==> config.mk <==
export PLATFORM = sky130hd
export DESIGN_NAME = cluster_charge_matrix_builder
export DESIGN_NICKNAME = d
export VERILOG_FILES = /design/src/rtl/core/ccmb_pkg.sv /design/src/rtl/core/ccmb_div.sv /design/src/rtl/core/ccmb_dpath.sv /design/src/rtl/core/ccmb_ctrl.sv /design/src/rtl/core/cluster_charge_matrix_builder.sv
export VERILOG_INCLUDE_DIRS = /design/src /design/src/rtl/core
export SDC_FILE = /design/constraint.sdc
export NUM_CORES = 2
export LEC_CHECK = 0
export BUFFER_PORTS_ARGS = -buffer_cell sky130_fd_sc_hd__buf_2
export CORE_MARGIN = 3
export CORE_UTILIZATION = 45
export DETAILED_ROUTE_END_ITERATION = 8
export SLEW_MARGIN = 10
export SYNTH_ARGS = -nofsm -noshare
export SYNTH_HDL_FRONTEND = slang
export SYNTH_HIERARCHICAL = 1
export SYNTH_SLANG_ARGS = --single-unit
==> constraint.sdc <==
create_clock -name clk -period 7.85 [get_ports clk]
set_clock_uncertainty 0.15 [all_clocks]
set_input_delay 1.1775 -clock clk [delete_from_list [all_inputs] [get_ports clk]]
set_output_delay 1.1775 -clock clk [all_outputs]
set_load 0.01 [all_outputs]
==> src/rtl/core/cluster_charge_matrix_builder_assert.svh <==
// Assertion helpers, sampled on clk and disabled while rst_n is low.
`ifndef CLUSTER_CHARGE_MATRIX_BUILDER_ASSERT_SVH
`define CLUSTER_CHARGE_MATRIX_BUILDER_ASSERT_SVH

// same-cycle implication
`define CCMB_ASSERT_NOW(lbl, ante, cons, msg) \
  lbl: assert property (@(posedge clk) disable iff (!rst_n) (ante) |-> (cons)) else $error(msg);

// next-cycle implication
`define CCMB_ASSERT_NEXT(lbl, ante, cons, msg) \
  lbl: assert property (@(posedge clk) disable iff (!rst_n) (ante) |=> (cons)) else $error(msg);

`endif

==> src/rtl/core/ccmb_pkg.sv <==
package ccmb_pkg;

  localparam int ROW_W     = 10;
  localparam int CHG_W     = 16;
  localparam int PROD_W    = ROW_W + CHG_W;
  localparam int SUM_W     = 32;
  localparam int TOT_W     = 22;
  localparam int DIM_RAW_W = 4;
  localparam int QW        = 11;
  localparam int POS_W     = 13;
  localparam int OIDX_W    = 6;
  localparam int CFG_IDX_W = 1;

  localparam logic [DIM_RAW_W-1:0] DIM_RESET = 4'd7;

  localparam logic [CFG_IDX_W-1:0] REG_WINDOW_ROWS = 1'd0;
  localparam logic [CFG_IDX_W-1:0] REG_WINDOW_COLS = 1'd1;

  typedef struct packed {
    logic load;
    logic mul;
    logic acc;
    logic div_start;
    logic centre;
    logic place;
    logic fetch;
    logic advance;
    logic finish;
  } cmd_t;

  typedef struct packed {
    logic clus_last;
    logic div_done;
    logic place_last;
    logic out_last;
  } sts_t;

endpackage

==> src/rtl/core/ccmb_div.sv <==
module ccmb_div (
  input  logic                       clk,
  input  logic                       rst_n,
  input  logic                       start,
  input  logic [ccmb_pkg::SUM_W-1:0] dividend,
  input  logic [ccmb_pkg::TOT_W-1:0] divisor,
  output logic [ccmb_pkg::QW-1:0]    quotient,
  output logic                       done
);
  import ccmb_pkg::*;

  localparam int CW = $clog2(QW + 1);

  logic              busy_r;
  logic [CW-1:0]     cnt_r;
  logic [TOT_W-1:0]  rem_r;
  logic [TOT_W-1:0]  dvs_r;
  logic [QW-1:0]     qd_r;
  logic [TOT_W:0]    trial;
  logic              qbit;
  logic [TOT_W-1:0]  rem_nxt;

  // quotient never exceeds 2^QW-1, so the top dividend bits start below the divisor
  always_comb begin
    trial   = {rem_r, qd_r[QW-1]};
    qbit    = trial >= {1'b0, dvs_r};
    rem_nxt = qbit ? TOT_W'(trial - {1'b0, dvs_r}) : trial[TOT_W-1:0];
  end

  always_ff @(posedge clk) begin
    if (!rst_n) begin
      busy_r <= 1'b0;
      cnt_r  <= '0;
    end else if (start) begin
      busy_r <= 1'b1;
      cnt_r  <= CW'(QW);
    end else if (busy_r) begin
      cnt_r  <= cnt_r - 1'b1;
      busy_r <= cnt_r != CW'(1);
    end
  end

  always_ff @(posedge clk) begin
    if (start) begin
      rem_r <= TOT_W'(dividend[SUM_W-1:QW]);
      qd_r  <= dividend[QW-1:0];
      dvs_r <= divisor;
    end else if (busy_r) begin
      rem_r <= rem_nxt;
      qd_r  <= {qd_r[QW-2:0], qbit};
    end
  end

  assign quotient = qd_r;
  assign done     = busy_r && (cnt_r == CW'(1));

endmodule

==> src/rtl/core/ccmb_dpath.sv <==
module ccmb_dpath #(
  parameter int MAX_CELLS      = 64,
  parameter int MAX_WINDOW_DIM = 8
) (
  input  logic                           clk,
  input  logic                           rst_n,
  input  ccmb_pkg::cmd_t                 cmd,
  output ccmb_pkg::sts_t                 sts,
  input  logic                           cfg_wen,
  input  logic [ccmb_pkg::CFG_IDX_W-1:0] cfg_windex,
  input  logic [ccmb_pkg::DIM_RAW_W-1:0] cfg_wdata,
  input  logic [ccmb_pkg::ROW_W-1:0]     cell_row,
  input  logic [ccmb_pkg::ROW_W-1:0]     cell_col,
  input  logic [ccmb_pkg::CHG_W-1:0]     cell_charge,
  input  logic                           last_cell,
  output logic [ccmb_pkg::CHG_W-1:0]     window_value,
  output logic [ccmb_pkg::OIDX_W-1:0]    window_index,
  output logic                           last_value
);
  import ccmb_pkg::*;

  localparam int CNW       = $clog2(MAX_CELLS + 1);
  localparam int CA        = (MAX_CELLS > 1) ? $clog2(MAX_CELLS) : 1;
  localparam int DW        = $clog2(MAX_WINDOW_DIM + 1);
  localparam int WIN_SLOTS = MAX_WINDOW_DIM * MAX_WINDOW_DIM;
  localparam int WA        = (WIN_SLOTS > 1) ? $clog2(WIN_SLOTS) : 1;
  localparam int CELL_W    = 2 * ROW_W + CHG_W;

  // configuration
  logic [DIM_RAW_W-1:0] rows_raw_r, cols_raw_r;
  logic [DW-1:0]        rows_c, cols_c;
  logic [2*DW-1:0]      slots_n;

  // cell loading
  logic [CELL_W-1:0]    cell_mem_r [MAX_CELLS];
  logic [CNW-1:0]       cnt_r;
  logic                 keep_r, last_r;
  logic [ROW_W-1:0]     row_r, col_r;
  logic [CHG_W-1:0]     chg_r;
  logic [PROD_W-1:0]    prow_r, pcol_r;
  logic [SUM_W-1:0]     rsum_r, csum_r;
  logic [TOT_W-1:0]     tot_r;
  logic [SUM_W:0]       rsum_add, csum_add;
  logic [TOT_W:0]       tot_add;
  logic                 keep_nxt;

  // centroid
  logic [QW-1:0]        qrow, qcol;
  logic                 drow_done, dcol_done;
  logic signed [POS_W-1:0] drow_r, dcol_r;
  logic [QW-1:0]        crow, ccol;

  // placement
  logic [CNW-1:0]       pcnt_r;
  logic [CELL_W-1:0]    cq_r;
  logic                 cq_vld_r;
  logic signed [POS_W-1:0] im, jm;
  logic                 in_win;
  logic [2*DW-1:0]      widx_full;
  logic [WA-1:0]        widx;

  // window and readout
  logic [CHG_W-1:0]     win_mem_r [WIN_SLOTS];
  logic [WIN_SLOTS-1:0] win_vld_r;
  logic [WA-1:0]        opos_r;
  logic [CHG_W-1:0]     wq_r;
  logic                 wq_vld_r;
  logic [OIDX_W-1:0]    oidx_r;
  logic                 olast_r;

  function automatic logic [DW-1:0] clamp_dim(input logic [DIM_RAW_W-1:0] v);
    logic [DIM_RAW_W:0] w;
    w = {1'b0, v};
    if (v == '0) begin
      clamp_dim = DW'(1);
    end else if (w > (DIM_RAW_W + 1)'(MAX_WINDOW_DIM)) begin
      clamp_dim = DW'(MAX_WINDOW_DIM);
    end else begin
      clamp_dim = DW'(v);
    end
  endfunction

  always_comb begin
    rows_c  = clamp_dim(rows_raw_r);
    cols_c  = clamp_dim(cols_raw_r);
    slots_n = (2*DW)'(rows_c) * (2*DW)'(cols_c);
  end

  always_ff @(posedge clk) begin
    if (!rst_n) begin
      rows_raw_r <= DIM_RESET;
      cols_raw_r <= DIM_RESET;
    end else if (cfg_wen) begin
      case (cfg_windex)
        REG_WINDOW_ROWS: rows_raw_r <= cfg_wdata;
        REG_WINDOW_COLS: cols_raw_r <= cfg_wdata;
        default: ;
      endcase
    end
  end

  assign keep_nxt = cnt_r < CNW'(MAX_CELLS);

  always_comb begin
    rsum_add = {1'b0, rsum_r} + (SUM_W + 1)'(prow_r);
    csum_add = {1'b0, csum_r} + (SUM_W + 1)'(pcol_r);
    tot_add  = {1'b0, tot_r} + (TOT_W + 1)'(chg_r);
  end

  always_ff @(posedge clk) begin
    if (!rst_n) begin
      cnt_r  <= '0;
      rsum_r <= '0;
      csum_r <= '0;
      tot_r  <= '0;
      keep_r <= 1'b0;
      last_r <= 1'b0;
    end else if (cmd.finish) begin
      cnt_r  <= '0;
      rsum_r <= '0;
      csum_r <= '0;
      tot_r  <= '0;
    end else if (cmd.load) begin
      keep_r <= keep_nxt;
      last_r <= last_cell;
      if (keep_nxt) begin
        cnt_r <= cnt_r + 1'b1;
      end
    end else if (cmd.acc && keep_r) begin
      rsum_r <= rsum_add[SUM_W] ? '1 : rsum_add[SUM_W-1:0];
      csum_r <= csum_add[SUM_W] ? '1 : csum_add[SUM_W-1:0];
      tot_r  <= tot_add[TOT_W]  ? '1 : tot_add[TOT_W-1:0];
    end
  end

  always_ff @(posedge clk) begin
    if (cmd.load) begin
      row_r <= cell_row;
      col_r <= cell_col;
      chg_r <= cell_charge;
      if (keep_nxt) begin
        cell_mem_r[cnt_r[CA-1:0]] <= {cell_charge, cell_col, cell_row};
      end
    end
    if (cmd.mul) begin
      prow_r <= PROD_W'(row_r) * PROD_W'(chg_r);
      pcol_r <= PROD_W'(col_r) * PROD_W'(chg_r);
    end
    if (cmd.place) begin
      cq_r <= cell_mem_r[pcnt_r[CA-1:0]];
    end
  end

  ccmb_div u_div_row (
    .clk      (clk),
    .rst_n    (rst_n),
    .start    (cmd.div_start),
    .dividend (rsum_r),
    .divisor  (tot_r),
    .quotient (qrow),
    .done     (drow_done)
  );

  ccmb_div u_div_col (
    .clk      (clk),
    .rst_n    (rst_n),
    .start    (cmd.div_start),
    .dividend (csum_r),
    .divisor  (tot_r),
    .quotient (qcol),
    .done     (dcol_done)
  );

  assign crow = (tot_r == '0) ? '0 : qrow;
  assign ccol = (tot_r == '0) ? '0 : qcol;

  always_ff @(posedge clk) begin
    if (cmd.centre) begin
      drow_r <= $signed(POS_W'(crow)) - $signed(POS_W'(rows_c >> 1));
      dcol_r <= $signed(POS_W'(ccol)) - $signed(POS_W'(cols_c >> 1));
    end
  end

  always_comb begin
    im        = $signed(POS_W'(cq_r[ROW_W-1:0])) - drow_r;
    jm        = $signed(POS_W'(cq_r[2*ROW_W-1:ROW_W])) - dcol_r;
    in_win    = !im[POS_W-1] && !jm[POS_W-1] &&
                (im < $signed(POS_W'(rows_c))) && (jm < $signed(POS_W'(cols_c)));
    widx_full = (2*DW)'(im[DW-1:0]) * (2*DW)'(cols_c) + (2*DW)'(jm[DW-1:0]);
    widx      = WA'(widx_full);
  end

  always_ff @(posedge clk) begin
    if (!rst_n) begin
      pcnt_r    <= '0;
      cq_vld_r  <= 1'b0;
      win_vld_r <= '0;
      opos_r    <= '0;
    end else begin
      cq_vld_r <= cmd.place;
      if (cmd.centre) begin
        pcnt_r    <= '0;
        win_vld_r <= '0;
        opos_r    <= '0;
      end else begin
        if (cmd.place) begin
          pcnt_r <= pcnt_r + 1'b1;
        end
        if (cq_vld_r && in_win) begin
          win_vld_r[widx] <= 1'b1;
        end
        if (cmd.advance) begin
          opos_r <= opos_r + 1'b1;
        end
      end
    end
  end

  always_ff @(posedge clk) begin
    if (cq_vld_r && in_win) begin
      win_mem_r[widx] <= cq_r[CELL_W-1:2*ROW_W];
    end
    if (cmd.fetch) begin
      wq_r     <= win_mem_r[opos_r];
      wq_vld_r <= win_vld_r[opos_r];
      oidx_r   <= OIDX_W'(opos_r);
      olast_r  <= ((2*DW)'(opos_r) + 1'b1) == slots_n;
    end
  end

  assign window_value = wq_vld_r ? wq_r : '0;
  assign window_index = oidx_r;
  assign last_value   = olast_r;

  always_comb begin
    sts.clus_last  = last_r;
    sts.div_done   = drow_done && dcol_done;
    sts.place_last = (pcnt_r + 1'b1) == cnt_r;
    sts.out_last   = olast_r;
  end

endmodule

==> src/rtl/core/ccmb_ctrl.sv <==
module ccmb_ctrl (
  input  logic           clk,
  input  logic           rst_n,
  input  logic           in_tvalid,
  output logic           in_tready,
  output logic           out_tvalid,
  input  logic           out_tready,
  output ccmb_pkg::cmd_t cmd,
  input  ccmb_pkg::sts_t sts
);
  import ccmb_pkg::*;

  typedef enum logic [9:0] {
    S_IDLE   = 10'b00_0000_0001,
    S_MUL    = 10'b00_0000_0010,
    S_ACC    = 10'b00_0000_0100,
    S_DSTART = 10'b00_0000_1000,
    S_DIV    = 10'b00_0001_0000,
    S_CTR    = 10'b00_0010_0000,
    S_PLACE  = 10'b00_0100_0000,
    S_DRAIN  = 10'b00_1000_0000,
    S_FETCH  = 10'b01_0000_0000,
    S_OUT    = 10'b10_0000_0000
  } state_t;

  state_t state_r, state_nxt;

  always_comb begin
    state_nxt  = state_r;
    cmd        = '0;
    in_tready  = 1'b0;
    out_tvalid = 1'b0;
    case (state_r)
      S_IDLE: begin
        in_tready = 1'b1;
        if (in_tvalid) begin
          cmd.load  = 1'b1;
          state_nxt = S_MUL;
        end
      end
      S_MUL: begin
        cmd.mul   = 1'b1;
        state_nxt = S_ACC;
      end
      S_ACC: begin
        cmd.acc   = 1'b1;
        state_nxt = sts.clus_last ? S_DSTART : S_IDLE;
      end
      S_DSTART: begin
        cmd.div_start = 1'b1;
        state_nxt     = S_DIV;
      end
      S_DIV: begin
        if (sts.div_done) begin
          state_nxt = S_CTR;
        end
      end
      S_CTR: begin
        cmd.centre = 1'b1;
        state_nxt  = S_PLACE;
      end
      S_PLACE: begin
        cmd.place = 1'b1;
        if (sts.place_last) begin
          state_nxt = S_DRAIN;
        end
      end
      S_DRAIN: begin
        state_nxt = S_FETCH;
      end
      S_FETCH: begin
        cmd.fetch = 1'b1;
        state_nxt = S_OUT;
      end
      S_OUT: begin
        out_tvalid = 1'b1;
        if (out_tready) begin
          if (sts.out_last) begin
            cmd.finish = 1'b1;
            state_nxt  = S_IDLE;
          end else begin
            cmd.advance = 1'b1;
            state_nxt   = S_FETCH;
          end
        end
      end
      default: state_nxt = S_IDLE;
    endcase
  end

  always_ff @(posedge clk) begin
    if (!rst_n) begin
      state_r <= S_IDLE;
    end else begin
      state_r <= state_nxt;
    end
  end

endmodule

==> src/rtl/core/cluster_charge_matrix_builder.sv <==
// Builds a charge window around the centroid of one pixel cluster. Cells arrive one beat
// each and pass through accept, multiply and saturating accumulate; the beat with tlast
// ends the cluster. The block then runs two 11-step restoring dividers in parallel for the
// row and column centroid, centres the window and clears its valid bits, places one stored
// cell per cycle from the cell memory, then passes a drain state, and reads the window out
// row-major in rows*cols beats, each a window memory read and then an output hold, the
// final one with tlast. Cells beyond MAX_CELLS are dropped but their tlast still closes
// the cluster. No input is taken while a cluster is being built or read out.
module cluster_charge_matrix_builder #(
  parameter int MAX_CELLS      = 64,
  parameter int MAX_WINDOW_DIM = 8
) (
  input  logic                           clk,
  input  logic                           rst_n,
  input  logic                           in_tvalid,
  output logic                           in_tready,
  input  logic [39:0]                    in_tdata,   // cell_row, cell_col, cell_charge, pad
  input  logic                           in_tlast,
  output logic                           out_tvalid,
  input  logic                           out_tready,
  output logic [23:0]                    out_tdata,  // window_value, window_index, pad
  output logic                           out_tlast,
  input  logic                           cfg_wen,
  input  logic [ccmb_pkg::CFG_IDX_W-1:0] cfg_windex,
  input  logic [ccmb_pkg::DIM_RAW_W-1:0] cfg_wdata
);
  import ccmb_pkg::*;

  cmd_t              cmd;
  sts_t              sts;
  logic [CHG_W-1:0]  window_value;
  logic [OIDX_W-1:0] window_index;

  ccmb_ctrl u_ctrl (
    .clk        (clk),
    .rst_n      (rst_n),
    .in_tvalid  (in_tvalid),
    .in_tready  (in_tready),
    .out_tvalid (out_tvalid),
    .out_tready (out_tready),
    .cmd        (cmd),
    .sts        (sts)
  );

  ccmb_dpath #(
    .MAX_CELLS      (MAX_CELLS),
    .MAX_WINDOW_DIM (MAX_WINDOW_DIM)
  ) u_dpath (
    .clk          (clk),
    .rst_n        (rst_n),
    .cmd          (cmd),
    .sts          (sts),
    .cfg_wen      (cfg_wen),
    .cfg_windex   (cfg_windex),
    .cfg_wdata    (cfg_wdata),
    .cell_row     (in_tdata[9:0]),
    .cell_col     (in_tdata[19:10]),
    .cell_charge  (in_tdata[35:20]),
    .last_cell    (in_tlast),
    .window_value (window_value),
    .window_index (window_index),
    .last_value   (out_tlast)
  );

  assign out_tdata = {2'b00, window_index, window_value};

`include "cluster_charge_matrix_builder_assert.svh"

  `CCMB_ASSERT_NOW(a_no_overlap, in_tready, !out_tvalid, "input ready during readout")
  `CCMB_ASSERT_NOW(a_cmd_excl, 1'b1, $onehot0(cmd), "more than one datapath command")
  `CCMB_ASSERT_NEXT(a_busy_after_beat, in_tvalid && in_tready, !in_tready,
                    "input ready right after an accepted cell")
  `CCMB_ASSERT_NEXT(a_idle_after_frame, out_tvalid && out_tready && out_tlast, in_tready,
                    "not ready after final window beat")

endmodule

==> impl_metrics.tcl <==
set metrics [dict create \
    die_y_microns 608 \
    ys_warn_count 6 \
    period_share_pct 86.2 \
    design.core.area_sq_um 360000 \
    drv_cap 0 \
    route.vias.total 82600 \
    end_kind "register" \
    syn-cell-area_sq_um 163000 \
    cpMostUsedCell "fa_1" \
    numPortBuffers 71 \
    synth_cell_types 100 \
    initial_core_util_pct 45.3 \
    max_stage_delay_ns 0.73 \
    grtUsageTotal_pct 21.5 \
    max-slew-margin-rel_pct 16.1 \
    worst_ep_arrival_time_ns 7.25 \
    reg2reg_from "u_dpath/chg_r[4]" \
    setup_slack_ns 1.08 \
    h-tree-depth 5 \
    p_leak_uw 0.0589 \
    drt-wirelength-per-cell_microns 28.4 \
    rr_worst_depth 20 \
    final_area_sq_um 183000 \
    hold_end "u_dpath/win_vld_r[54]" \
    drt-initial-drc-count 8291 \
    worst-slew-pin-transition_ns 1.26 \
    setup_viol 0 \
    io_pins 78 \
    overflow 0 \
    cp_max_fo 17 \
    synthCells 8685 \
    rows 220 \
    drv_slew 0 \
    numCtsBuffers 390 \
    async_flop_share_pct 0 \
    slowest_stage "edfxtp_1" \
    peakVddDrop_mv 0.451 \
    hold_path_class "register to register" \
    first_global_vias 84400 \
    cp-startpoint "u_dpath/chg_r[4]" \
    crit_chain "buf_4, and2_1, fa_1, fa_1, fa_1, fa_1, inv_1, fa_1, inv_1, ha_1, a21o_1, a21o_1, a21o_1, a211o_1, a2111oi_0, nor3_1, nor3_1, o41ai_1, a21oi_1, xnor2_1" \
    whs_path_depth 2 \
    cts_root_buffer "clkbuf_16" \
    hold_ws_ns 0.297 \
    yosys_most_used_dff "edfxtp_1" \
    grt_max_degree 148 \
    worstSetupPathType "register to register" \
    synth_seq_cells 3811 \
    die_w_microns 608 \
    drt_wl_total_microns 399000 \
    cts_tree "yes" \
    antenna_found_initial 25 \
    outcome "completed" \
    yosysSeqAreaShare_pct 68.9 \
    dr.pass1.iters 5 \
    min_from "u_dpath/win_vld_r[54]" \
    clk_pin_slew_ns 0.06 \
    clk_latency_ns 0.93 \
    worstPathRequired_ns 8.33 \
    crit_family "adder cells" \
    path_depth 20 \
    r2r_slack_ns 1.08 \
    area_growth_pct 12.2 \
    hpwlAfterDp_microns 235000 \
    cts.sinks 3811 \
    cts_resized 0 \
    postCtsHoldBufs 0 \
    dpl_worst_slack_ns 1.14 \
    drive_gt1_share_pct 23.9 \
    min_period_ns 6.77 \
    antenna_left 0 \
    grt_pass1_wl_microns 587000 \
    post_cts_buffers 0 \
    drc 0 \
    power_density_nw_per_um2 273 \
    hold_viol_final 0 \
    avgViaCountPerCell 5.87 \
    die-area_sq_um 370000 \
    synth_edf_count 3608 \
    nNetsFinal 9552 \
    critPathBufInv 3 \
    place_area_sq_um 171000 \
    gp_congestion 0.813 \
    syn_avg_cell_area_sq_um 18.8 \
    rsz0062_at_grt "no" \
    setup_tns_ns 0 \
    startpoint_type "register" \
    ctsLongestPathBuffers 4 \
    clock.fmax_mhz 148 \
    regToRegEndpoint "u_dpath/pcol_r[24]" \
]
[through the flow]
| stage | cells | power, uW | utilization [%] |
|---|---|---|---|
| 2_1_floorplan | 8686 | 30000 | - |
| 3_3_place_gp | 13300 | 32300 | 47.4 |
| 3_5_place_dp | 13300 | 32400 | 47.4 |
| 4_1_cts | 14100 | 50500 | 50.8 |
| 5_1_grt | 14100 | 52600 | 50.9 |
| 6_report | 14100 | 50000 | 50.9 |
[registers in the layout (all words and copies together), names as in the netlist, 12 cells and up]
| register | flops |
|---|---|
| u_dpath/cell_mem_r | 2304 |
| u_dpath/chg_r | 16 |
| u_dpath/cq_r | 36 |
| u_dpath/csum_r | 32 |
| u_dpath/dcol_r | 12 |
| u_dpath/drow_r | 12 |
| u_dpath/pcol_r | 26 |
| u_dpath/prow_r | 26 |
| u_dpath/rsum_r | 32 |
| u_dpath/tot_r | 22 |
| u_dpath/u_div_col/dvs_r | 22 |
| u_dpath/u_div_col/rem_r | 22 |
| u_dpath/u_div_row/dvs_r | 22 |
| u_dpath/u_div_row/rem_r | 22 |
| u_dpath/win_mem_r | 1024 |
| u_dpath/win_vld_r | 64 |
| u_dpath/wq_r | 16 |
[cell families (layout without fill, tap and decap cells)]
| family | after synthesis | after routing | share of synthesized area, % |
|---|---|---|---|
| AO/OA/AOI/OAI | 829 | 829 | 3.18 |
| adder cells (fa/ha/maj) | 535 | 535 | 5.20 |
| multiplexers | 1193 | 1193 | 15.7 |
| XOR/XNOR | 203 | 203 | 1.09 |
| AND/OR/NAND/NOR | 1296 | 1296 | 3.94 |
| flip-flops | 3811 | 3811 | 68.9 |
| other | 1 | 8 | 0.00230 |
| buffers and inverters | 817 | 1416 | 1.97 |
[cell type report]
cell class | count | area (sq um)
timing repair buffer | 309 | 2360
clock buffer | 490 | 10400
inverter | 396 | 1490
fill | 28800 | 177000
sequential | 3811 | 112000
clock inverter | 221 | 2040
multi-input combinational | 4058 | 48400
antenna | 6 | 15.0
tap | 4773 | 5970
[worst min-delay path: cells and delay by family, from the launching register on]
family / cells / cell delay [ns]
simple gates: 1 / 0.05
compound gates: 1 / 0.05
flops: 1 / 0.30
[cells in the mapped netlist (all sizes together), types with 135 or more instances]
| library cell | count | share of area, % |
|---|---|---|
| nand2 | 420 | 0.97 |
| clkbuf | 286 | 0.66 |
| dfxtp | 203 | 2.5 |
| inv | 395 | 0.91 |
| buf | 135 | 0.40 |
| ha | 296 | 2.3 |
| fa | 239 | 2.9 |
| and2 | 196 | 0.75 |
| nor2 | 248 | 0.57 |
| edfxtp | 3608 | 66 |
| a21oi | 237 | 0.75 |
| mux4 | 1094 | 15 |
| o21ai | 275 | 0.85 |
[routing by layer]
layer,global-route usage (%),vias to the layer above,wire length [microns]
li1,-,35200,-
met1,30.3,44200,170000
met2,35.9,2526,199000
met3,2.61,569,21900
met4,4.61,18,8360
met5,0,-,121
[cell usage in the layout, fill, tap and decap left out, types with 184 or more instances in the layout]
cell type     n
clkbuf_16   397
buf_4       224
and2_1      194
edfxtp_1   3608
nor2_1      184
fa_1        239
o21ai_0     251
inv_1       391
a21oi_1     230
dfxtp_1     192
ha_1        296
nand2_1     418
mux4_2     1094
[worst max path at each step]
stage          slack, ns                        to
2_1_floorplan       1.81  u_dpath/win_mem_r[32][0]
3_3_place_gp        1.14        u_dpath/pcol_r[24]
3_5_place_dp        1.14        u_dpath/pcol_r[24]
4_1_cts             1.06        u_dpath/pcol_r[24]
5_1_grt             0.67        u_dpath/pcol_r[24]
6_report            1.08        u_dpath/pcol_r[24]
[where the power goes]
part           internal, uW  switching (uW)  total [uW]
clock network         10400            7690       18100
registers             22800             193       23000
logic                  3760            5260        9020
total                 36900           13100       50000
(Power assumes the default switching activity.)
